## src/krt_pkg.sv

```systemverilog
package krt_pkg;

  localparam int TABLE_DEPTH = 64;
  localparam int IDX_W = (TABLE_DEPTH > 1) ? $clog2(TABLE_DEPTH) : 1;

  typedef logic [3:0] req_code_t;
  typedef logic [2:0] status_t;
  typedef logic [IDX_W-1:0] slot_t;

  localparam req_code_t REQ_INSERT     = 4'd0;
  localparam req_code_t REQ_GET_ID     = 4'd1;
  localparam req_code_t REQ_GET_REMOVE = 4'd2;
  localparam req_code_t REQ_GET_POS    = 4'd3;
  localparam req_code_t REQ_GET_ENTRY  = 4'd4;
  localparam req_code_t REQ_ENQUEUED   = 4'd5;
  localparam req_code_t REQ_LOCK       = 4'd6;
  localparam req_code_t REQ_UNLOCK     = 4'd7;
  localparam req_code_t REQ_IS_LOCKED  = 4'd8;

  localparam status_t ST_OK        = 3'd0;
  localparam status_t ST_DUP       = 3'd1;
  localparam status_t ST_LOCKED    = 3'd2;
  localparam status_t ST_NOT_FOUND = 3'd3;
  localparam status_t ST_FULL      = 3'd4;

  typedef struct packed {
    req_code_t   req_type;
    logic [63:0] record_id;
    logic [63:0] file_id_in;
    logic [62:0] position_in;
    logic        lock_on_insert;
    logic        override_lock;
  } req_word_t;

  typedef struct packed {
    status_t     status;
    logic [63:0] file_id_out;
    logic [62:0] position_out;
    logic        lock_out;
    logic        answer;
  } rsp_word_t;

  // Search token that walks the cell chain, one cell per cycle.
  typedef struct packed {
    logic        vld;
    req_code_t   req_type;
    logic [63:0] key;
    logic        ovr;
    logic        hit;
    slot_t       hit_idx;
    logic [63:0] fid;
    logic [62:0] pos;
    logic        locked;
    logic        free_found;
    slot_t       free_idx;
  } token_t;

  typedef enum logic [2:0] {
    CMD_NONE,
    CMD_INSERT,
    CMD_REMOVE,
    CMD_LOCK,
    CMD_UNLOCK
  } cmd_op_t;

  // Write-back broadcast to all cells; only the addressed slot acts.
  typedef struct packed {
    cmd_op_t     op;
    slot_t       idx;
    logic [63:0] key;
    logic [63:0] fid;
    logic [62:0] pos;
    logic        lock;
  } cmd_t;

endpackage

```

## src/krt_cell.sv

```systemverilog
module krt_cell import krt_pkg::*; (
  input  logic   clk,
  input  logic   rst,
  input  slot_t  slot,
  input  token_t tok_in,
  input  cmd_t   cmd,
  output token_t tok_out
);

  logic        valid;
  logic [63:0] key;
  logic [63:0] fid;
  logic [62:0] pos;
  logic        locked;

  logic   match;
  logic   sel;
  token_t tok_next;

  assign match = valid && (key == tok_in.key);
  assign sel   = (cmd.idx == slot);

  always_comb begin
    tok_next = tok_in;
    // Keys are unique, so the first match is the only one.
    if (match && !tok_in.hit) begin
      tok_next.hit     = 1'b1;
      tok_next.hit_idx = slot;
      tok_next.fid     = fid;
      tok_next.pos     = pos;
      tok_next.locked  = locked;
    end
    // Claim the lowest free slot seen so far.
    if (!valid && !tok_in.free_found) begin
      tok_next.free_found = 1'b1;
      tok_next.free_idx   = slot;
    end
  end

  always_ff @(posedge clk) begin
    if (rst) begin
      tok_out.vld <= 1'b0;
    end else begin
      tok_out <= tok_next;
    end
  end

  always_ff @(posedge clk) begin
    if (rst) begin
      valid <= 1'b0;
    end else if (sel) begin
      unique case (cmd.op)
        CMD_INSERT: valid <= 1'b1;
        CMD_REMOVE: valid <= 1'b0;
        default: ;
      endcase
    end
  end

  always_ff @(posedge clk) begin
    if (sel) begin
      unique case (cmd.op)
        CMD_INSERT: begin
          key    <= cmd.key;
          fid    <= cmd.fid;
          pos    <= cmd.pos;
          locked <= cmd.lock;
        end
        CMD_LOCK:   locked <= 1'b1;
        CMD_UNLOCK: locked <= 1'b0;
        default: ;
      endcase
    end
  end

`ifndef NO_ASSERTIONS
  a_insert_sets_valid: assert property (@(posedge clk) disable iff (rst)
    (sel && cmd.op == CMD_INSERT) |=> valid)
    else $error("inserted slot not marked valid");

  a_remove_clears_valid: assert property (@(posedge clk) disable iff (rst)
    (sel && cmd.op == CMD_REMOVE) |=> !valid)
    else $error("removed slot still valid");

  a_hit_kept: assert property (@(posedge clk) disable iff (rst)
    (tok_in.vld && tok_in.hit) |=> (tok_out.hit && tok_out.hit_idx == $past(tok_in.hit_idx)))
    else $error("earlier hit overwritten by later cell");
`endif

endmodule

```

## config.mk

```make
export PLATFORM = sky130hd
export DESIGN_NAME = krt_cell
export DESIGN_NICKNAME = d
export VERILOG_FILES = /design/src/krt_pkg.sv /design/src/krt_cell.sv
export SDC_FILE = /design/constraint.sdc
export NUM_CORES = 1
export LEC_CHECK = 0
export BUFFER_PORTS_ARGS = -buffer_cell sky130_fd_sc_hd__buf_2
export CAP_MARGIN = 15
export CORE_AREA = 2 2 248 250
export DETAILED_ROUTE_END_ITERATION = 8
export DIE_AREA = 0 0 250 252
export PLACE_DENSITY = 0.45
export SLEW_MARGIN = 15
export SYNTH_ARGS = -nofsm -noshare
export SYNTH_HDL_FRONTEND = slang
export SYNTH_SLANG_ARGS = --single-unit
```

## constraint.sdc

```tcl
create_clock -name clk -period 8.32 [get_ports clk]
set_input_delay 0.832 -clock clk [delete_from_list [all_inputs] [get_ports clk]]
set_output_delay 0.832 -clock clk [all_outputs]
set_load 0.005 [all_outputs]
```

==> results of run 1 <==
final timing paths:
check,from,slack (ns),cells after the start,end
min reg2reg,fid[41],0.54,1,tok_out[112]
max,key[21],4.94,7,tok_out[105]
max reg2reg,key[21],4.94,7,tok_out[105]
min,cmd[25],0.43,1,pos[24]
report_power, final:
part           internal, mW  switching, mW
Sequential             2.34         0.0221
Combinational         0.164          0.144
Clock                  1.13          0.822
registers in the layout, summed over array words and instances (netlist names):
signal and count:
tok_out 212, fid 64, key 64, pos 63
locked 1, valid 1
worst max-delay path: stages (launching register included):
cell and delay [ns]:
edfxtp_1 0.38, nor2b_1 0.15, a2111o_1 0.43, a2111oi_2 0.35, nand4_1 0.17, or4_4 0.67
buf_4 0.47, mux2_4 0.44
Yosys cell counts (2+ instances only):
master / number
nor4_1: 12
o22ai_1: 8
dfxtp_1: 2
nand4_1: 3
buf_2: 9
a2111o_1: 4
xor2_1: 38
o21ai_0: 3
xnor2_1: 5
nand3_1: 2
buf_6: 6
mux2_4: 49
nor2_1: 3
inv_1: 23
a21oi_1: 3
nand2b_1: 7
mux2_2: 91
edfxtp_1: 403
nor2b_1: 18
nor3_1: 3
stage by stage:
stage          utilization  total power [mW]
2_1_floorplan            -              2.50
3_3_place_gp         0.318              2.72
3_5_place_dp         0.318              2.72
4_1_cts              0.342              4.71
5_1_grt              0.342              4.81
6_report             0.342              4.62
layout make-up:
cell class	instances	area share
sequential	405	0.591
timing repair buffer	638	0.157
multi-input combinational	263	0.130
clock buffer	64	0.0613
tap	782	0.0476
clock inverter	22	0.00852
inverter	23	0.00456
antenna	5	0.000609
per-layer routing:
layer,track usage,routed length (um),up-vias
met4,0.0431,1130,12
met3,0.0531,3910,80
li1,-,-,4142
met1,0.155,17400,4415
met2,0.245,23300,363
met5,0,77,-
layout by cell type (no fill, tap or decap), types with 11 or more instances in the layout:
cell         n
buf_2      632
nor2b_1     18
inv_1       22
edfxtp_1   403
mux2_4      49
xor2_1      38
mux2_2      91
clkbuf_1    16
clkinv_1    12
nor4_1      11
clkbuf_16   48
cells by family (layout without fill, tap and decap cells):
logic type / Yosys count / in the layout
muxes: 141 / 141
xor gates and xnor gates: 43 / 43
other: 0 / 5
DFF: 405 / 405
AOI/OAI and AO/OA: 26 / 26
buffers and inverters: 38 / 747
and+or+nand+nor: 53 / 53
==> impl_results.md, run 1 <==
* Unrepaired setup endpoints after global routing: no
* Initial Util at 0.250
* Final non-filler cell total at between 2000 and 2500
* Synth area leader: edfxtp_1
* Row count at 90
* Area share of fa/ha/maj cells after synthesis at 0
* PD cells at approximately 220 nW/um^2
* YS warnings at 0
* EDFF count, synth at between 400 and 500
* Xor and xnor fraction of the mapped netlist area at 0.0251
* Main flop type after synthesis: edfxtp_1
* Antenna viol nets, final at 0
* Syn Area/Cell at 21.3 sq um
* Fraction of layout cells with a size suffix above 1 at 0.594
* Peak supply drop at between 0.1 and 0.15 mV
* Area delta synth->final at 37.0%
* Via count at ~9000
* Root buffer cell: clkbuf_16
* Clk pin slew, worst setup/hold paths at 0.06 ns
* Skew-Pair Late Insertion Delay at ~0.57 ns
* Hold_ws at 0.431 ns
* Routed WL at 45800 um
* Post-CTS resize count at 0
* Rel. slew slack at 0.244
* # DRC at 0
* Wire per inst at about 21 um
* CP arrival at 3.69 ns
* Post-Syn Instances at just over 700
* Hold WC Path Type: in -> reg
* Status: completed
* Compound-Gate Fraction of Synth Area at 0.0133
* Hpwl dp at ~34000 um
* Worst setup EP type: flip-flop
* Top Ports at approximately 630
* Simple-Gate Fraction of Synth Area at 0.0213
* Multi-input logic area at around 2700 sq um
* Placed insts at roughly 2100
* Sequential area share after synthesis at 0.809
* TNS Setup at 0 ns
* Synth cell types at 34
* Startpoint class of the critical path: flip-flop
* Die area at approximately 63000 sq um
* Final WS setup at approximately 4.9 ns
* Synth top area cells: edfxtp_1 (81%), mux2_2 (6.8%), mux2_4 (4.9%)
* Placer Congestion at between 0.7 and 0.8
* Final Skew at around 0.024 ns
* Netlist Area Pre-Place at between 15000 and 20000 sq um
* Clock buffer count from CTS at 47
* Clock Tree Buf Depth at 3
* Crit Path Max Fanout at 62
* Htree depth at 2
* Vias in the first global route at 9729
* Period minus WS final at around 3.4 ns
* DP Area at roughly 19000 sq um
* Largest family of logic cells by synthesized area: multiplexers
* GRT overflow at 0
* Post-synthesis register bit count at approximately 410
* Total core area at 60100 sq um
* Slew @ Worst Pin at approximately 1.1 ns
* Die X at between 200 and 300 um
* Lkg Pwr at roughly 8.3 nW
* Period Utilization, post-route at 0.406
* Crit path required time at 8.63 ns
* DR pass1 iterations at 4
* Post-Place Worst Slack at 4.38 ns
* Yosys top cell area share at 0.806
* Final setup vio count at 0
* Final net count at 1799
* Post-CTS setup buffers at 0
* GRT Total Usage at 0.139
* Max Fclk at a little under 300 MHz
* Mux cell area share after synthesis at 0.118
* FF+latch area at 12100 sq um
* CTS sink cnt at 405
* Final hold violation count at 0
* Final slew viol count at 0
* Largest net degree at the start of global routing at 96
* # Max-Cap Violations at 0
* CTS tree: built
* DR vias/cell at between 4 and 5
* Syn nets at 1127
* First DRT Iteration DRCs at roughly 410
* DIE HEIGHT at ~250 um
* Fill cells at 5948
* Design Area, Final at 20600 sq um
* Hold buffers post-CTS at 0
* Initial antenna violation count at 12
* Ys async rst share at 0
* CP Class: reg -> reg
* PortBufs at 632
* First-pass GRT wire length at ~64000 um
No activity file was read; power rests on OpenSTA's default activity.
==> run 2: changes to the inputs <==
Clock period 8.32 ns to 3.2 ns, I/O delays scaled along.
==> run 2 against run 1 <==
- sequential share of layout area shrank 7.2 points
- global-route usage grew 0.35 points
- utilization grew 4.7 points
- count of clock-buffer cells in the layout shrank 3
- hold slack lost 0.39 ns
==> impl_results.md, run 2 (same netlist as run 1, synthesis figures left out) <==
* CTS sink cnt at 405
* Crit path required time at 3.51 ns
* Slew @ Worst Pin at a little over 0.8 ns
* Final non-filler cell total at around 2500
* Flop pwr share at 0.501
* Initial Util at 0.250
* Root buffer cell: clkbuf_16
* PD cells at ~530 nW/um^2
* Period minus WS final at 3.12 ns
* Final slew viol count at 0
* Total core area at ~60000 sq um
* Routed WL at approximately 47000 um
* PortBufs at 632
* Final net count at around 2100
* Max Fclk at about 320 MHz
* Top Family by Delay on Critical Path: simple AND/OR/NAND/NOR gates
* Crit Path Max Fanout at 57
* Final Power at roughly 12 mW
* Final Skew at roughly 0.022 ns
* Net Switching at approximately 2.6 mW
* Final hold violation count at 0
* Vias in the first global route at 10900
* Biggest register: tok_out
* Area delta synth->final at 55.9%
* Antenna viol nets, final at 0
* Peak supply drop at 0.390 mV
* Sw Ratio at 0.214
* DIE HEIGHT at about 250 um
* Row count at 90
* Startpoint class of the critical path: input pin
* First DRT Iteration DRCs at just under 300
* GRT overflow at 0
* Via count at between 9000 and 10000
* CP Class: in -> reg
* Lkg Pwr at 9.50 nW
* Initial antenna violation count at 10
* Slowest stage delay, CP at ~0.63 ns
* Fraction of layout cells with a size suffix above 1 at 0.502
* Status: completed
* Crit-path cells: dlygate4sd3_1 > buf_2 > nor2b_1 > a2111o_1 > a2111oi_2 > nand4_1 > or4_4 > buf_12 > mux2_4
* Fill cells at approximately 5700
* Hpwl dp at around 34000 um
* Post-CTS setup buffers at 0
* Clk pin slew, worst setup/hold paths at 0.06 ns
* CTS tree: built
* WP buf/inv at 3
* GRT Total Usage at 0.143
* Max reg flops at around 210
* Final setup vio count at 0
* Power share of the combinational group at 0.088
* DR vias/cell at approximately 4.0
* Die X at 250 um
* Hold WC Path Type: in -> reg
* Rel. slew slack at 0.459
* First-pass GRT wire length at about 67000 um
* Largest net degree at the start of global routing at roughly 110
* Internal at a little under 10 mW
* Worst setup EP type: flip-flop
* Skew-Pair Late Insertion Delay at between 0.5 and 0.6 ns
* Unrepaired setup endpoints after global routing: no
* Biggest regs: tok_out: 212 flops, fid: 64 flops, key: 64 flops
* CP arrival at around 3.4 ns
* Wire per inst at between 15 and 20 um
* Clock buffer count from CTS at 47
* Commonest cells after routing, fill and taps aside: buf_2 (632), edfxtp_1 (403), dlygate4sd3_1 (273), mux2_2 (91), mux2_4 (49)
* Htree depth at 2
* DR pass1 iterations at 4
* Placed insts at 2117
* Clock power frac at 0.412
* Placer Congestion at between 0.7 and 0.8
* # DRC at 0
* Die area at between 60000 and 70000 sq um
* Period Utilization, post-route at 0.974
* Top Ports at between 600 and 700
* Commonest non-fill, non-tap cell in the layout: buf_2
* Clock Tree Buf Depth at 3
* CP max-delay cell: or4_4
* # Max-Cap Violations at 0
[run 2: cell types whose count changed in the layout (fill, tap and decap cells not counted), sizes merged]
cell and change:
clkbuf -3, inv -1, buf +6, clkinvlp +4, dlygate4sd3 +273, diode +1
clkinv -3
[run 2: worst reg2reg max path: stages, from the launching register on]
cell and delay, ns:
edfxtp_1 0.37, nor2b_1 0.15, a2111o_1 0.42, a2111oi_2 0.35
nand4_1 0.21, or4_4 0.63, buf_12 0.22, mux2_4 0.51
[run 2: area by class of cell]
class	count	area, sq um	area share
Antenna cell	6	15.0	0.000642
Clock buffer	61	1250	0.0534
Clock inverter	22	179	0.00765
Inverter	23	90.1	0.00385
Multi-Input combinational cell	263	2670	0.114
Sequential cell	405	12100	0.519
Tap cell	782	978	0.0418
Timing Repair Buffer	917	6070	0.260
[run 2: path summary, 6_finish.rpt]
check | startpoint | end | slack [ns] | depth (start not counted)
worst min-delay path | tok_in[196] | tok_out[196] | 0.04 | 1
worst max register to register | key[21] | tok_out[87] | 0.08 | 7
worst max-delay path | tok_in[177] | tok_out[87] | 0.08 | 9
worst min register to register | pos[29] | tok_out[37] | 0.54 | 1
[run 2: power by group through the flow]
stage,clock [mW],combinational (mW),sequential [mW]
after global routing,5.42,1.17,6.17
after floorplan,0,0.183,6.30
after detailed placement,0,0.818,6.26
after global placement,0,0.811,6.26
after CTS,5.25,1.10,6.15
final,5.06,1.08,6.15
[run 2: layer usage]
metal,up-vias,global-route usage,part of all wire
met5,-,0,0.0012
met4,8,0.0470,0.025
met3,77,0.0435,0.065
met2,353,0.257,0.52
met1,4820,0.160,0.39
li1,4699,-,-
[run 2: metrics by stage]
stage	setup TNS (ns)	util	hold slack, ns	worst slack [ns]	instance area [sq um]
2_1_floorplan	-124.97	-	0.389	-0.592	15000
3_3_place_gp	0	0.320	0.497	0.108	19200
3_5_place_dp	0	0.320	0.498	0.116	19200
4_1_cts	0	0.389	0.000120	0.132	23400
5_1_grt	0	0.389	0.00904	0.0232	23400
6_report	0	0.389	0.0360	0.0839	23400
[run 2: what timing repair did]
item | in CTS | in global routing
resized for setup | 0 | 0
hold endpoints to repair | 272 | 0
hold buffers | 273 | 0
