==> src/krt_pkg.sv <==
package krt_pkg;

  localparam int TABLE_DEPTH = 64;
  localparam int IDX_W = (TABLE_DEPTH > 1) ? $clog2(TABLE_DEPTH) : 1;

  typedef logic [3:0] req_code_t;
  typedef logic [2:0] status_t;
  typedef logic [IDX_W-1:0] slot_t;

  localparam req_code_t REQ_INSERT     = 4'd0;
  localparam req_code_t REQ_GET_ID     = 4'd1;
  localparam req_code_t REQ_GET_REMOVE = 4'd2;
  localparam req_code_t REQ_GET_POS    = 4'd3;
  localparam req_code_t REQ_GET_ENTRY  = 4'd4;
  localparam req_code_t REQ_ENQUEUED   = 4'd5;
  localparam req_code_t REQ_LOCK       = 4'd6;
  localparam req_code_t REQ_UNLOCK     = 4'd7;
  localparam req_code_t REQ_IS_LOCKED  = 4'd8;

  localparam status_t ST_OK        = 3'd0;
  localparam status_t ST_DUP       = 3'd1;
  localparam status_t ST_LOCKED    = 3'd2;
  localparam status_t ST_NOT_FOUND = 3'd3;
  localparam status_t ST_FULL      = 3'd4;

  typedef struct packed {
    req_code_t   req_type;
    logic [63:0] record_id;
    logic [63:0] file_id_in;
    logic [62:0] position_in;
    logic        lock_on_insert;
    logic        override_lock;
  } req_word_t;

  typedef struct packed {
    status_t     status;
    logic [63:0] file_id_out;
    logic [62:0] position_out;
    logic        lock_out;
    logic        answer;
  } rsp_word_t;

  // Search token that walks the cell chain, one cell per cycle.
  typedef struct packed {
    logic        vld;
    req_code_t   req_type;
    logic [63:0] key;
    logic        ovr;
    logic        hit;
    slot_t       hit_idx;
    logic [63:0] fid;
    logic [62:0] pos;
    logic        locked;
    logic        free_found;
    slot_t       free_idx;
  } token_t;

  typedef enum logic [2:0] {
    CMD_NONE,
    CMD_INSERT,
    CMD_REMOVE,
    CMD_LOCK,
    CMD_UNLOCK
  } cmd_op_t;

  // Write-back broadcast to all cells; only the addressed slot acts.
  typedef struct packed {
    cmd_op_t     op;
    slot_t       idx;
    logic [63:0] key;
    logic [63:0] fid;
    logic [62:0] pos;
    logic        lock;
  } cmd_t;

endpackage

==> src/krt_ctrl.sv <==
module krt_ctrl import krt_pkg::*; (
  input  logic      clk,
  input  logic      rst,
  input  logic      req_valid,
  output logic      req_ready,
  input  req_word_t req,
  output logic      rsp_valid,
  input  logic      rsp_ready,
  output rsp_word_t rsp,
  output token_t    head,
  input  token_t    tail,
  output cmd_t      cmd
);

  typedef enum logic [1:0] {
    S_IDLE,
    S_RUN,
    S_DONE
  } state_t;

  state_t      state;
  token_t      fin;
  logic [63:0] ins_fid;
  logic [62:0] ins_pos;
  logic        ins_lock;

  rsp_word_t   res;
  cmd_t        res_cmd;
  logic        rsp_free;
  logic        emit;

  assign req_ready = (state == S_IDLE);
  assign rsp_free  = !rsp_valid || rsp_ready;
  assign emit      = (state == S_DONE) && rsp_free;

  always_comb begin
    res          = '0;
    res_cmd      = '0;
    res_cmd.op   = CMD_NONE;
    res_cmd.key  = fin.key;
    res_cmd.fid  = ins_fid;
    res_cmd.pos  = ins_pos;
    res_cmd.lock = ins_lock;
    res_cmd.idx  = fin.hit_idx;
    case (fin.req_type) inside
      REQ_INSERT: begin
        if (fin.hit) begin
          res.status = ST_DUP;
        end else if (!fin.free_found) begin
          res.status = ST_FULL;
        end else begin
          res_cmd.op  = CMD_INSERT;
          res_cmd.idx = fin.free_idx;
        end
      end
      REQ_GET_ID, REQ_GET_POS: begin
        if (!fin.hit) begin
          res.status = ST_NOT_FOUND;
        end else if (fin.locked) begin
          res.status = ST_LOCKED;
        end else if (fin.req_type == REQ_GET_ID) begin
          res.file_id_out = fin.fid;
        end else begin
          res.position_out = fin.pos;
        end
      end
      REQ_GET_REMOVE: begin
        if (!fin.hit) begin
          res.status = ST_NOT_FOUND;
        end else if (fin.locked && !fin.ovr) begin
          res.status = ST_LOCKED;
        end else begin
          res.file_id_out = fin.fid;
          res_cmd.op      = CMD_REMOVE;
        end
      end
      REQ_GET_ENTRY: begin
        if (!fin.hit) begin
          res.status = ST_NOT_FOUND;
        end else begin
          res.file_id_out  = fin.fid;
          res.position_out = fin.pos;
          res.lock_out     = fin.locked;
        end
      end
      REQ_ENQUEUED: begin
        res.answer = fin.hit && (fin.ovr || !fin.locked);
      end
      REQ_LOCK, REQ_UNLOCK: begin
        if (!fin.hit) begin
          res.status = ST_NOT_FOUND;
        end else begin
          res_cmd.op = (fin.req_type == REQ_LOCK) ? CMD_LOCK : CMD_UNLOCK;
        end
      end
      REQ_IS_LOCKED: begin
        if (!fin.hit) begin
          res.status = ST_NOT_FOUND;
        end else begin
          res.answer = fin.locked;
        end
      end
      default: ;
    endcase
  end

  always_ff @(posedge clk) begin
    if (rst) begin
      state     <= S_IDLE;
      rsp_valid <= 1'b0;
      head.vld  <= 1'b0;
      cmd.op    <= CMD_NONE;
    end else begin
      head.vld <= (state == S_IDLE) && req_valid;
      // Hold the finished search until the output register frees up.
      if (emit) begin
        rsp       <= res;
        rsp_valid <= 1'b1;
        cmd       <= res_cmd;
      end else begin
        cmd.op <= CMD_NONE;
        if (rsp_ready) begin
          rsp_valid <= 1'b0;
        end
      end
      unique case (state)
        S_IDLE: begin
          if (req_valid) begin
            head.req_type   <= req.req_type;
            head.key        <= req.record_id;
            head.ovr        <= req.override_lock;
            head.hit        <= 1'b0;
            head.hit_idx    <= '0;
            head.fid        <= '0;
            head.pos        <= '0;
            head.locked     <= 1'b0;
            head.free_found <= 1'b0;
            head.free_idx   <= '0;
            ins_fid         <= req.file_id_in;
            ins_pos         <= req.position_in;
            ins_lock        <= req.lock_on_insert;
            state           <= S_RUN;
          end
        end
        S_RUN: begin
          if (tail.vld) begin
            fin   <= tail;
            state <= S_DONE;
          end
        end
        S_DONE: begin
          if (emit) begin
            state <= S_IDLE;
          end
        end
        default: state <= S_IDLE;
      endcase
    end
  end

`ifndef NO_ASSERTIONS
  a_cmd_pulse: assert property (@(posedge clk) disable iff (rst)
    (cmd.op != CMD_NONE) |=> (cmd.op == CMD_NONE))
    else $error("write-back held longer than one cycle");

  a_tail_in_run: assert property (@(posedge clk) disable iff (rst)
    tail.vld |-> (state == S_RUN))
    else $error("search token arrived outside of a search");

  a_accept_injects: assert property (@(posedge clk) disable iff (rst)
    (req_valid && req_ready) |=> (head.vld && state == S_RUN))
    else $error("accepted word did not start a search");
`endif

endmodule
==> config.mk <==
export PLATFORM = sky130hd
export DESIGN_NAME = krt_ctrl
export DESIGN_NICKNAME = d
export VERILOG_FILES = /design/src/krt_pkg.sv /design/src/krt_ctrl.sv
export SDC_FILE = /design/constraint.sdc
export NUM_CORES = 1
export LEC_CHECK = 0
export BUFFER_PORTS_ARGS = -buffer_cell sky130_fd_sc_hd__buf_4
export CORE_AREA = 5 5 375 377
export DETAILED_ROUTE_END_ITERATION = 8
export DIE_AREA = 0 0 380 382
export PLACE_DENSITY = 0.41
export REMOVE_ABC_BUFFERS = 1
export SLEW_MARGIN = 10
export SYNTH_ARGS = -nofsm -noshare
export SYNTH_HDL_FRONTEND = slang
export SYNTH_SLANG_ARGS = --single-unit
==> constraint.sdc <==
create_clock -name clk -period 61.5 [get_ports clk]
set_input_delay 3.075 -clock clk [delete_from_list [all_inputs] [get_ports clk]]
set_output_delay 3.075 -clock clk [all_outputs]
set_load 0.02 [all_outputs]
==> results of run 1 <==
==> layer usage <==
metal / vias up / GRT usage / share of wire
li1: 5763 / - / -
met1: 6523 / 0.109 / 0.36
met2: 644 / 0.182 / 0.52
met3: 112 / 0.0465 / 0.096
met4: 2 / 0.0303 / 0.024
met5: - / 0 / 0.00017
==> metrics by stage <==
| stage | std cells | setup slack [ps] | hold slack, ps | instance area, µm² |
|---|---|---|---|---|
| 6_report | 3865 | 55180 | 404 | 35400 |
| 5_1_grt | 3861 | 55060 | 415 | 35400 |
| 4_1_cts | 3858 | 55160 | 408 | 35400 |
| 3_5_place_dp | 3705 | 54420 | 405 | 32700 |
| 3_3_place_gp | 3705 | 54610 | 400 | 32700 |
| 2_1_floorplan | 1081 | 36740 | 400 | 24200 |
==> placed cells by master (no fill, tap or decap), types with 4 or more instances in the layout <==
| cell type | instances |
|---|---|
| sky130_fd_sc_hd__nor2_1 | 7 |
| sky130_fd_sc_hd__bufinv_16 | 4 |
| sky130_fd_sc_hd__clkinv_2 | 9 |
| sky130_fd_sc_hd__clkbuf_16 | 88 |
| sky130_fd_sc_hd__conb_1 | 142 |
| sky130_fd_sc_hd__buf_4 | 829 |
| sky130_fd_sc_hd__a21boi_1 | 60 |
| sky130_fd_sc_hd__nor3b_1 | 5 |
| sky130_fd_sc_hd__clkbuf_1 | 17 |
| sky130_fd_sc_hd__clkinv_1 | 21 |
| sky130_fd_sc_hd__nand2b_1 | 4 |
| sky130_fd_sc_hd__nor2b_1 | 6 |
| sky130_fd_sc_hd__o21ai_0 | 4 |
| sky130_fd_sc_hd__dfxtp_1 | 7 |
| sky130_fd_sc_hd__diode_2 | 7 |
| sky130_fd_sc_hd__edfxtp_1 | 738 |
| sky130_fd_sc_hd__mux2_2 | 6 |
| sky130_fd_sc_hd__a21boi_0 | 4 |
| sky130_fd_sc_hd__and2_1 | 63 |
| sky130_fd_sc_hd__clkinv_4 | 5 |
==> cells by family after synthesis <==
group	share of synthesized area
flops	0.899
compound gates	0.0225
mux	0.00272
simple gates	0.0280
other cells	0.000151
buf+inv	0.0476
==> path summary, 6_finish.rpt <==
| path | startpoint | depth (start not counted) | end |
|---|---|---|---|
| min | fin[159]$_DFFE_PP_ | 0 | cmd[144]$_DFFE_PN_ |
| min reg2reg | fin[159]$_DFFE_PP_ | 0 | cmd[144]$_DFFE_PN_ |
| max | rst | 5 | head[167]$_DFFE_PP_ |
| max reg2reg | state[0]$_SDFFE_PP0P_ | 4 | head[167]$_DFFE_PP_ |
==> state kept, by name, summed over array words and instances (netlist names) <==
name	cells
fin	211
rsp	132
ins_pos	63
ins_fid	64
head	70
rsp_valid	1
cmd	201
ins_lock	1
state	2
==> where the power goes <==
part | switching, mW | leakage (nW) | internal [mW]
registers | 0.00366 | 6.81 | 0.571
logic | 0.0285 | 4.96 | 0.0224
clock network | 0.202 | 1.30 | 0.282
total | 0.234 | 13.1 | 0.875
==> final cells by class <==
| class | count | share of cell area |
|---|---|---|
| Antenna cell | 7 | 0.000495 |
| Clock buffer | 108 | 0.0652 |
| Clock inverter | 45 | 0.0101 |
| Inverter | 2 | 0.000425 |
| Multi-Input combinational cell | 334 | 0.0532 |
| Sequential cell | 745 | 0.631 |
| Tap cell | 1794 | 0.0635 |
| Timing Repair Buffer | 830 | 0.177 |
==> results summary, run 1 <==
The flow ran to the end, and the final reports show no timing, DRC or antenna violations. In this run the count of I/O pins placed on the die edge is 960. The clock passes through at most 3 buffers. In the global route stage, overall resource usage came out at 0.102. In this run the power density over the cells is 31.4 nW/µm². The via total after detailed routing is 13000. The arrival time reported for the critical path endpoint came out at 6580 ps.

The fraction of synthesis flops using an asynchronous set or reset pin is 0. The remaining global-route overflow is 0. The final weighted congestion in routability-driven placement came out at 0.789. In this run the horizontal extent of the chip is about 380 µm. The path class of the tightest hold or removal check is reg2reg. The final count of negative-setup-slack endpoints is 0.

The sum of net half-perimeters after detailed placement is 57800 µm. The first-pass GRT wire length is between 100000 and 150000 µm. The clock tree skew after final layout came out at roughly 24 ps.

The worst-case vdd ir drop is 0.0000184 V. The clock latency at the later pin of the worst-skew pair is 660 ps. The largest total area in the synthesized netlist belongs to sky130_fd_sc_hd__edfxtp_1.

The share of the clock period used by the worst path came out at 0.103. The vias per cell is 3.37. The critical path contains buffers and inverters numbering 4 combined.

The maximum cell stage delay along the critical path is 930 ps. The placeable core area is between 100000 and 150000 µm². The highest achievable clock rate came out at between 150 and 200 MHz. The register-to-register setup slack came out at 57290 ps. The post-synthesis sequential element count is 745. The number of buffers created by CTS is 85. The layout overhead on the synthesized area came out at 42.6%.

For this run, the leading register cell type out of synthesis is sky130_fd_sc_hd__edfxtp_1. The worst setup path is of the in2reg kind. The height of the die is 382 µm.

In the synthesized netlist, the cells that appear most often are sky130_fd_sc_hd__edfxtp_1, sky130_fd_sc_hd__buf_4, sky130_fd_sc_hd__and2_1, sky130_fd_sc_hd__a21boi_1, sky130_fd_sc_hd__buf_2. The maximum number of pins on one net before global-route repair is 137. The transition time at the pin with the least slew margin is 1150 ps. The via count of the first global-routing pass came to 14200. The distinct cell type count of the synthesized netlist is 37. The starting utilization of the core area is 0.181. The clock transition at the registers of the reported paths is 60 ps. The Yosys step of the flow raised 0 warnings. CTS placed an instance of sky130_fd_sc_hd__clkbuf_16 at the clock tree root.

The proportion of layout cells with a drive suffix above 1 is 0.464. The iteration count of the initial detailed-routing pass came out at 4. The post-layout utilization of the core came out at 0.259. Of the synthesized area, sequential elements account for 0.899. The cell count after synthesis came out at 1106. The TritonCTS sink count is about 750. The standby leakage power came out at 13.1 nW. The cts-stage hold buffer count came out at 0. The final net count is 2411. The average size of a mapped cell came out at about 22 µm². On the critical path, the stage with the largest delay is an instance of sky130_fd_sc_hd__nor4b_2. The worst-case headroom to the max-slew limit came out at 0.232.

The count of endpoints failing hold in the final timing report is 0. The kind of end point of the critical path is a flop. STA classifies the critical path startpoint as a primary input. The smallest clock period supported by the final layout is computed as around 6300 ps.

The area used by sequential logic in the layout is around 22000 µm². The detailed-route DRC error count came out at 0. The total area of multi-input combinational cells came out at 1880 µm². The initial antenna violation count is 10. Among all cell types in the netlist, the one instantiated most often is sky130_fd_sc_hd__edfxtp_1. Power comes to 1.11 mW. The number of enable flip-flop cells after synthesis came out at ~740. The H-tree depth reported by CTS is 3. In the final routed layout, each cell accounts on average for 20.1 µm. Across the run, the number of max-cap violations was 0. The fraction of post-synthesis cell area in the top cell type by area came out at 0.893. The layout has 14100 filler cells.

The critical path goes through buf_4 -> nor4b_2 -> buf_4 -> buf_4 -> buf_4. The count of buffers added on input and output ports is slightly above 800. Among cell families on the critical path, the largest total delay comes from buffers and inverters. The first routing iteration left 771 violations. The total negative setup slack came out at 0 ps.

The wire length reported by the detailed router is a little under 80000 µm. The count of standard-cell rows came out at approximately 140. The data required time at the worst endpoint came out at a little over 60000 ps. The total standard cell area after synthesis came out at about 25000 µm².

The number of nets still failing antenna checks after routing is 0. By area the synthesized netlist is led by sky130_fd_sc_hd__edfxtp_1, sky130_fd_sc_hd__buf_4, sky130_fd_sc_hd__a21boi_1. The number of pins with negative max-slew slack in the final report came out at 0. The CTS tree is built. In this run the worst path has a maximum fanout of 61. Setup repair after global routing left no endpoint under its margin. The number of buffers added for setup after CTS is 0. The number of instances resized during post-cts repair came out at 0. In this design, the critical path's most frequently occurring cell is sky130_fd_sc_hd__buf_4.

The die area came out at 145000 µm².
Note: power is estimated with default switching activity, not from simulation.
==> inputs of run 2 (changes only) <==
--- a/config.mk
+++ b/config.mk
@@ -6,10 +6,10 @@
 export NUM_CORES = 1
 export LEC_CHECK = 0
 export BUFFER_PORTS_ARGS = -buffer_cell sky130_fd_sc_hd__buf_4
-export CORE_AREA = 5 5 375 377
+export CORE_AREA = 5 5 366 368
 export DETAILED_ROUTE_END_ITERATION = 8
-export DIE_AREA = 0 0 380 382
-export PLACE_DENSITY = 0.41
+export DIE_AREA = 0 0 371 373
+export PLACE_DENSITY = 0.43
 export REMOVE_ABC_BUFFERS = 1
 export SLEW_MARGIN = 10
 export SYNTH_ARGS = -nofsm -noshare
==> constraint.sdc (replaced) <==
create_clock -name clk -period 5.5 [get_ports clk]
set_input_delay 0.275 -clock clk [delete_from_list [all_inputs] [get_ports clk]]
set_output_delay 0.275 -clock clk [all_outputs]
set_load 0.02 [all_outputs]
==> run 2 against run 1 <==
Net effect:
- non-clock buffer count up 412
- count of clock-buffer cells in the layout up 2
- setup slack worse by 52000 ps
- clock power rose to 12 times the previous value
- critical path type is now reg2reg
- largest cell class unchanged
- highest routed layer unchanged
==> results summary, run 2 (same netlist as run 1, synthesis figures left out) <==
The remaining global-route overflow is 0 (unchanged). In the layout the commonest cells are sky130_fd_sc_hd__buf_4, sky130_fd_sc_hd__edfxtp_1, sky130_fd_sc_hd__dlygate4sd3_1, sky130_fd_sc_hd__conb_1, sky130_fd_sc_hd__clkbuf_16. The clock tree skew after final layout came to 26.6 ps (+2.54 ps). The commonest non-fill, non-tap cell in the layout is sky130_fd_sc_hd__buf_4.

The die area came to 138000 µm² (-4.7%). The critical path goes through nand2b_1 -> or3_1 -> inv_8 -> buf_12. The number of fill cells in the layout came out at 13000 (-7.6%). The cts-stage hold buffer count came to 413 (+413). In this run the clock root is driven by a sky130_fd_sc_hd__clkbuf_16. The number of buffer cells added on primary ports is 817 (unchanged).

The maximum fanout count along the critical path came out at 101 (+66%). The clock transition at the registers of the reported paths is 60 ps (about the same). The kind of end point of the critical path is a flop.

The via total after detailed routing was 14500 (+11%). The sum of net half-perimeters after detailed placement came to 56700 µm (-1.9%). The worst-case vdd ir drop came out at 0.000197 V (+970%). The width of the die is 371 µm (-2.4%). Setup repair after global routing left no endpoint under its margin.

The height of the die came to 373 µm (-2.4%). The number of buffers added for setup after CTS came to 0 (unchanged). In the finished design, the share of the clock period the worst path needs comes to 0.507.

The number of buffers created by CTS is 86 (+1.2%). The number of instances resized during post-cts repair is 0 (unchanged). The vias per cell is 3.42 (+1.3%).

The final weighted congestion in routability-driven placement is 0.839 (+6.3%). The iteration count of the initial detailed-routing pass is 4 (unchanged). The starting utilization of the core area came out at 0.190 (+0.00882). The number of pins with negative max-slew slack in the final report was 0 (unchanged). The worst setup path is launched from a flop. The shortest period the worst path allows is 2790 ps. The maximum cell stage delay along the critical path came out at 640 ps (-290 ps).

The number of placed I/O pins was 960 (unchanged). The initial antenna violation count came out at 15 (+5). The power per unit of standard cell area came out at 328 nW/µm² (+950%). The layout overhead on the synthesized area came out at 59.9%. The highest achievable clock rate came out at ~360 MHz. The cell area reported after detailed placement came out at 32700 µm² (about the same). The count of standard-cell rows is 133 (-2.2%). The deepest clock path buffer count was 3 (unchanged).

The final count of negative-setup-slack endpoints came out at 0 (unchanged). The largest registers in the layout are fin x211, cmd x201, rsp x132. The total power of the final layout is 13.0 mW (+1100%). The via count of the first global-routing pass came out at 15900 (+12%). The worst setup path is of the reg2reg kind. The placeable core area is 130000 µm² (-4.6%).

The detailed-route DRC error count is 0 (unchanged). The flip-flop count of the largest register after layout is 211 (unchanged). TritonCTS built the clock tree. The global-route usage over all layers came out at 0.109 (+0.00659). The clock latency at the later pin of the worst-skew pair is 650 ps (about the same).

The count of routing violations after the opening detailed-route iteration came out at 603 (-22%). The TritonCTS sink count came out at 745 (unchanged). The final-layout worst hold slack came to 342 ps (-62.6 ps). The wire length reported by the detailed router is 79200 µm (+2.2%). The final non-filler cell area came to 39700 µm² (+12%). In this run the worst hold path is classified as in2reg. The worst setup timing slack at the placement stage came out at 2690 ps (-51730 ps). The data required time at the worst endpoint came out at 5780 ps (-55980 ps).

The standby leakage power came out at 14.9 nW (+14%). The final net count is 2824 (+17%). The first-pass GRT wire length is 110000 µm (+2.3%). The number of nets still failing antenna checks after routing is 0 (unchanged). The worst-case headroom to the max-slew limit came out at 0.173 (-0.0594). The setup slack of the critical path after layout is 2710 ps (-52470 ps). The arrival time reported for the critical path endpoint came to 3070 ps (-3510 ps). The routed wirelength normalized by instance count came out at 18.7 µm (-6.9%). The count of endpoints failing hold in the final timing report is 0 (unchanged). The maximum number of pins on one net before global-route repair is 157 (+15%). Counting flops per register, the top entry is fin. The flow ran to the end, and the final reports show no timing, DRC or antenna violations. The count of max-cap constraint violations is 0 (unchanged). The H-tree depth reported by CTS came out at 3 (unchanged). The proportion of layout cells with a drive suffix above 1 came out at 0.389 (-0.0751). The transition time at the pin with the least slew margin came out at 1240 ps (+92.1 ps). The cell with the largest stage delay on the worst path is sky130_fd_sc_hd__inv_8. The kind of cell adding the most delay to the critical path is buffers and inverters. The buffer and inverter count on the worst path was 2 (-2).
==> run 2: report_power, final <==
| part | internal [mW] | leakage (nW) | switching, mW |
|---|---|---|---|
| Clock | 3.47 | 1.39 | 2.30 |
| Combinational | 0.444 | 6.69 | 0.385 |
| Sequential | 6.38 | 6.81 | 0.0439 |
==> run 2: area by class of cell <==
class | count | area (µm²) | share of cell area
multi-input cells | 334 | 1890 | 0.0475
flip-flops and latches | 745 | 22300 | 0.562
clock buffers | 110 | 2330 | 0.0587
well taps | 1755 | 2200 | 0.0554
clock inverters | 48 | 523 | 0.0132
diodes | 6 | 15.0 | 0.000378
inverters | 2 | 15.0 | 0.000378
repair buffers | 1242 | 10400 | 0.262
==> run 2: worst register-to-register path: stages, from the launching register on <==
cell                       delay [ps]
sky130_fd_sc_hd__dfxtp_1          490
sky130_fd_sc_hd__nand2b_1         110
sky130_fd_sc_hd__or3_1            520
sky130_fd_sc_hd__inv_8            650
sky130_fd_sc_hd__buf_12           570
==> run 2: through the flow <==
step	utilization	TNS, ps	instances
3_3_place_gp	0.250	0	3665
4_1_cts	0.304	0	4236
6_report	0.304	0	4242
5_1_grt	0.304	0	4239
2_1_floorplan	-	-6210220	1081
3_5_place_dp	0.250	0	3665
==> run 2: worst paths after layout <==
kind / start / end / slack, ps / cells past startpoint
hold / removal: tail[93] / fin[93]$_DFFE_PP_ / 340 / 2
setup reg to reg: state[1]$_SDFFE_PP0P_ / cmd[21]$_DFFE_PN_ / 2710 / 4
setup / recovery: state[1]$_SDFFE_PP0P_ / cmd[21]$_DFFE_PN_ / 2710 / 4
hold reg to reg: ins_pos[55]$_DFFE_PP_ / cmd[56]$_DFFE_PN_ / 410 / 0
==> run 2: metal layers <==
layer	global-route usage	share of wire
met5	0	0.00076
met2	0.192	0.51
met1	0.116	0.36
met4	0.0414	0.034
met3	0.0450	0.095
==> inputs of run 3 (changes only) <==
--- a/config.mk
+++ b/config.mk
@@ -5,11 +5,12 @@
 export SDC_FILE = /design/constraint.sdc
 export NUM_CORES = 1
 export LEC_CHECK = 0
+export ABC_AREA = 1
 export BUFFER_PORTS_ARGS = -buffer_cell sky130_fd_sc_hd__buf_4
 export CORE_AREA = 5 5 366 368
 export DETAILED_ROUTE_END_ITERATION = 8
 export DIE_AREA = 0 0 371 373
-export PLACE_DENSITY = 0.43
+export PLACE_DENSITY = 0.45
 export REMOVE_ABC_BUFFERS = 1
 export SLEW_MARGIN = 10
 export SYNTH_ARGS = -nofsm -noshare
==> constraint.sdc (replaced) <==
create_clock -name clk -period 2.5 [get_ports clk]
set_input_delay 0.125 -clock clk [delete_from_list [all_inputs] [get_ports clk]]
set_output_delay 0.125 -clock clk [all_outputs]
set_load 0.02 [all_outputs]
==> run 3 against run 2 <==
Net effect:
- die area is the same
- synthesized area rose by 8.7%
- clock power is 120% higher
- combinational power rose by 130%
- clock skew rose by 14 ps
- design area grew 5.6%
- final cell count grew 12%
- largest cell class unchanged
==> results summary, run 3 <==
By count the netlist is led by sky130_fd_sc_hd__edfxtp_1, sky130_fd_sc_hd__nor2_1, sky130_fd_sc_hd__nand2_1, sky130_fd_sc_hd__buf_4, sky130_fd_sc_hd__nand3_1. The initial antenna violation count is 11 (-4). The maximum cell stage delay along the critical path is 340 ps (-300 ps).

The internal cell power came out at 22.4 mW (+120%). The number of buffer cells added on primary ports came out at 817 (unchanged). The arrival time reported for the critical path endpoint came out at 2620 ps (-450 ps). The share of the clock period used by the worst path came out at 0.901 (+0.393). The share of synthesized area occupied by flip-flops and latches came to 0.827 (-0.0720). The cell family contributing the most delay on the critical path is buffers and inverters. The proportion of power drawn by combinational gates came to 0.068 (+0.004). STA classifies the critical path endpoint as a flop. The average size of a mapped cell is 16.5 µm² (-26%). The TritonCTS sink count is 745 (unchanged). The synthesized design spends more area on one cell type than any other, namely sky130_fd_sc_hd__edfxtp_1. The total power of the final layout came out at 28.8 mW (+120%). The worst setup timing slack at the placement stage is 217 ps (-2480 ps). The clock group share of total power came out at 0.441 (-0.002). The first-pass GRT wire length is 127000 µm (+16%).

The transition time at the pin with the least slew margin came out at 910 ps (-331 ps). The switching power summed over all nets was 6.41 mW (+130%). The placeable core area came out at 130000 µm² (unchanged). The final count of negative-setup-slack endpoints came out at 0 (unchanged). The global-route usage over all layers came out at 0.126 (+0.0169). In the layout the commonest cells are sky130_fd_sc_hd__buf_4, sky130_fd_sc_hd__edfxtp_1, sky130_fd_sc_hd__dlygate4sd3_1, sky130_fd_sc_hd__nor2_1, sky130_fd_sc_hd__nand2_1. The fraction of power spent switching nets came out at 0.223 (+0.0130). The final net count came out at 3348 (+19%). The number of pins with negative max-slew slack in the final report was 0 (unchanged).

The data required time at the worst endpoint was 2870 ps (-2910 ps). The highest achievable clock rate was 444 MHz (+24%). The count of max-cap constraint violations is 0 (unchanged). The number of instances resized during post-cts repair came out at 0 (unchanged). The final non-filler cell area is 41900 µm² (+5.6%). The detailed-route DRC error count is 0 (unchanged). The H-tree depth reported by CTS is 3 (unchanged). The number of buffers added for setup after CTS is 0 (unchanged). The shortest period the worst path allows is 2250 ps (-539 ps). The worst setup path is launched from a flop. The width of the die came out at 371 µm (unchanged). The standby leakage power is 15.9 nW (+7.1%).

The count of standard-cell rows is 133 (unchanged). Compared with the post-synthesis result, the final layout area differs by 55.3%. The power per unit of standard cell area came out at 687 nW/µm² (+110%). The clock root buffer master is sky130_fd_sc_hd__clkbuf_16.

The die area was 138000 µm² (unchanged). The via count of the first global-routing pass was 18000 (+13%). The number of enable flip-flop cells after synthesis is 738 (unchanged). Leaving out fill and tap cells, the most frequent cell in the layout is sky130_fd_sc_hd__buf_4. Setup repair after global routing left no endpoint under its margin. The number of instances in the placed design is 4187 (+14%). The cts-stage hold buffer count is 413 (unchanged). The cell area reported after detailed placement came out at 34900 µm² (+6.9%). The clock tree skew after final layout came to 40.6 ps (+14.1 ps). The proportion of layout cells with a drive suffix above 1 is 0.345 (-0.0431).

The number of standard cells in the layout, taps in and fillers out came out at 4762 (+12%). The starting utilization of the core area is 0.207 (+0.0166). The clock latency at the later pin of the worst-skew pair came out at 680 ps (+30 ps). In the post-synthesis netlist, the biggest area contributors are sky130_fd_sc_hd__edfxtp_1, sky130_fd_sc_hd__buf_4, sky130_fd_sc_hd__nor2_1. The flow ran to the end, and the final reports show no timing, DRC or antenna violations. The setup slack of the critical path after layout is 249 ps (-2460 ps). The final-layout worst hold slack was 138 ps (-204 ps).

The count of routing violations after the opening detailed-route iteration is 1130 (+87%). The worst-case headroom to the max-slew limit is 0.393 (+0.220). The most numerous cell in the Yosys netlist is sky130_fd_sc_hd__edfxtp_1. The main flop type after synthesis is sky130_fd_sc_hd__edfxtp_1. The count of endpoints failing hold in the final timing report came to 0 (unchanged). The distinct cell type count of the synthesized netlist came out at 26 (-30%). The cell count after synthesis came out at 1633 (+48%). The worst-case vdd ir drop is 0.000550 V (+180%). Ranked by flip-flop count, first place goes to fin. The cell with the largest stage delay on the worst path is sky130_fd_sc_hd__dfxtp_1. The maximum number of pins on one net before global-route repair came out at 78 (-50%). The final weighted congestion in routability-driven placement came out at 0.836 (-0.33%). The sequential group share of total power came out at 0.491 (-0.002). The flip-flop count of the largest register after layout is 211 (unchanged). The maximum fanout count along the critical path came out at 25 (-75%). The routed wirelength normalized by instance count is 19.1 µm (+2.0%). The number of buffers created by CTS came out at 88 (+2.3%).

The number of nets still failing antenna checks after routing is 0 (unchanged). The number of placed I/O pins came to 960 (unchanged). The iteration count of the initial detailed-routing pass was 5 (+1). The post-synthesis sequential element count is 745 (unchanged). The buffer and inverter count on the worst path was 4 (+2). The via total after detailed routing came out at 17700 (+22%). The remaining global-route overflow came out at 0 (unchanged). Traced cell by cell, the critical path runs through inv_1 -> nand2_1 -> nor2_1 -> nand2_1 -> inv_8 -> buf_12 -> buf_12. The total standard cell area after synthesis is 27000 µm² (+8.7%). The clock transition at the registers of the reported paths is 70 ps (about the same).

The height of the die is 373 µm (unchanged). The sum of net half-perimeters after detailed placement came out at 65000 µm (+15%). The critical path start-end classification is reg2reg. The path class of the tightest hold or removal check is in2reg. The largest registers in the layout are fin x211, cmd x201, rsp x132.

TritonCTS built the clock tree. The vias per cell is 3.72 (+8.8%). The wire length reported by the detailed router is 90800 µm (+15%). The synthesis warning total was 0 (unchanged). The deepest clock path buffer count is 3 (unchanged). The fraction of post-synthesis cell area in the top cell type by area came out at 0.822 (-0.0716).

The fraction of synthesis flops using an asynchronous set or reset pin is 0 (unchanged).
run 3: cell count changes in the layout (fill, tap and decap cells not counted), sizes merged, moves of 8 or more:
| cell | change |
|---|---|
| nand4 | +63 |
| buf | +46 |
| clkbuf | -8 |
| clkinv | +10 |
| nand3 | +134 |
| a21boi | -64 |
| inv | +21 |
| and2 | -63 |
| nor2 | +267 |
| nand2 | +157 |
run 3: power groups by stage:
stage / Sequential (mW) / Clock [mW] / Combinational (mW)
finish: 14.1 / 12.7 / 1.95
detailed placement: 14.4 / 0 / 1.39
global route: 14.1 / 13.7 / 2.08
CTS: 14.1 / 13.2 / 1.97
floorplan: 14.6 / 0 / 0.369
global placement: 14.4 / 0 / 1.38
run 3: worst reg2reg max path, cell delays in order (launching register included):
cell                      delay, ps
sky130_fd_sc_hd__dfxtp_1        340
sky130_fd_sc_hd__inv_1           80
sky130_fd_sc_hd__nand2_1         60
sky130_fd_sc_hd__nor2_1         280
sky130_fd_sc_hd__nand2_1        330
sky130_fd_sc_hd__inv_8          290
sky130_fd_sc_hd__buf_12         270
sky130_fd_sc_hd__buf_12         290
run 3: path summary, 6_finish.rpt:
kind / startpoint / end / slack (ps) / cells after the start
setup / recovery: state[0]$_SDFFE_PP0P_ / rsp[120]$_SDFFCE_PP0N_ / 250 / 7
hold / removal: tail[211] / fin[167]$_DFFE_PP_ / 140 / 4
setup reg to reg: state[0]$_SDFFE_PP0P_ / rsp[120]$_SDFFCE_PP0N_ / 250 / 7
hold reg to reg: ins_fid[56]$_DFFE_PP_ / cmd[120]$_DFFE_PN_ / 390 / 0
run 3: cell families after synthesis:
group	Yosys count	synth area share
AOI/OAI and AO/OA	13	0.00255
buffers and inverters	239	0.0665
DFF	745	0.827
other	1	0.000139
and+or+nand+nor	635	0.104
run 3: metrics by stage:
stage	TNS (ps)	utilization
2_1_floorplan	-5043780	-
3_3_place_gp	0	0.268
3_5_place_dp	0	0.268
4_1_cts	0	0.321
5_1_grt	0	0.321
6_report	0	0.321
run 3: routing by layer:
metal,track usage,vias to the layer above,share of wire
met5,0,-,0.00078
met4,0.0394,10,0.027
met3,0.0478,135,0.091
met2,0.205,650,0.48
met1,0.154,8649,0.40
li1,-,8260,-
run 3: cell type report:
type,count,area [µm²]
Antenna cell,5,12.5
Clock buffer,102,2280
Clock inverter,55,551
Fill cell,12900,88600
Inverter,22,90.1
Multi-Input combinational cell,790,3430
Sequential cell,745,22300
Tap cell,1755,2200
Timing Repair Buffer,1288,11000
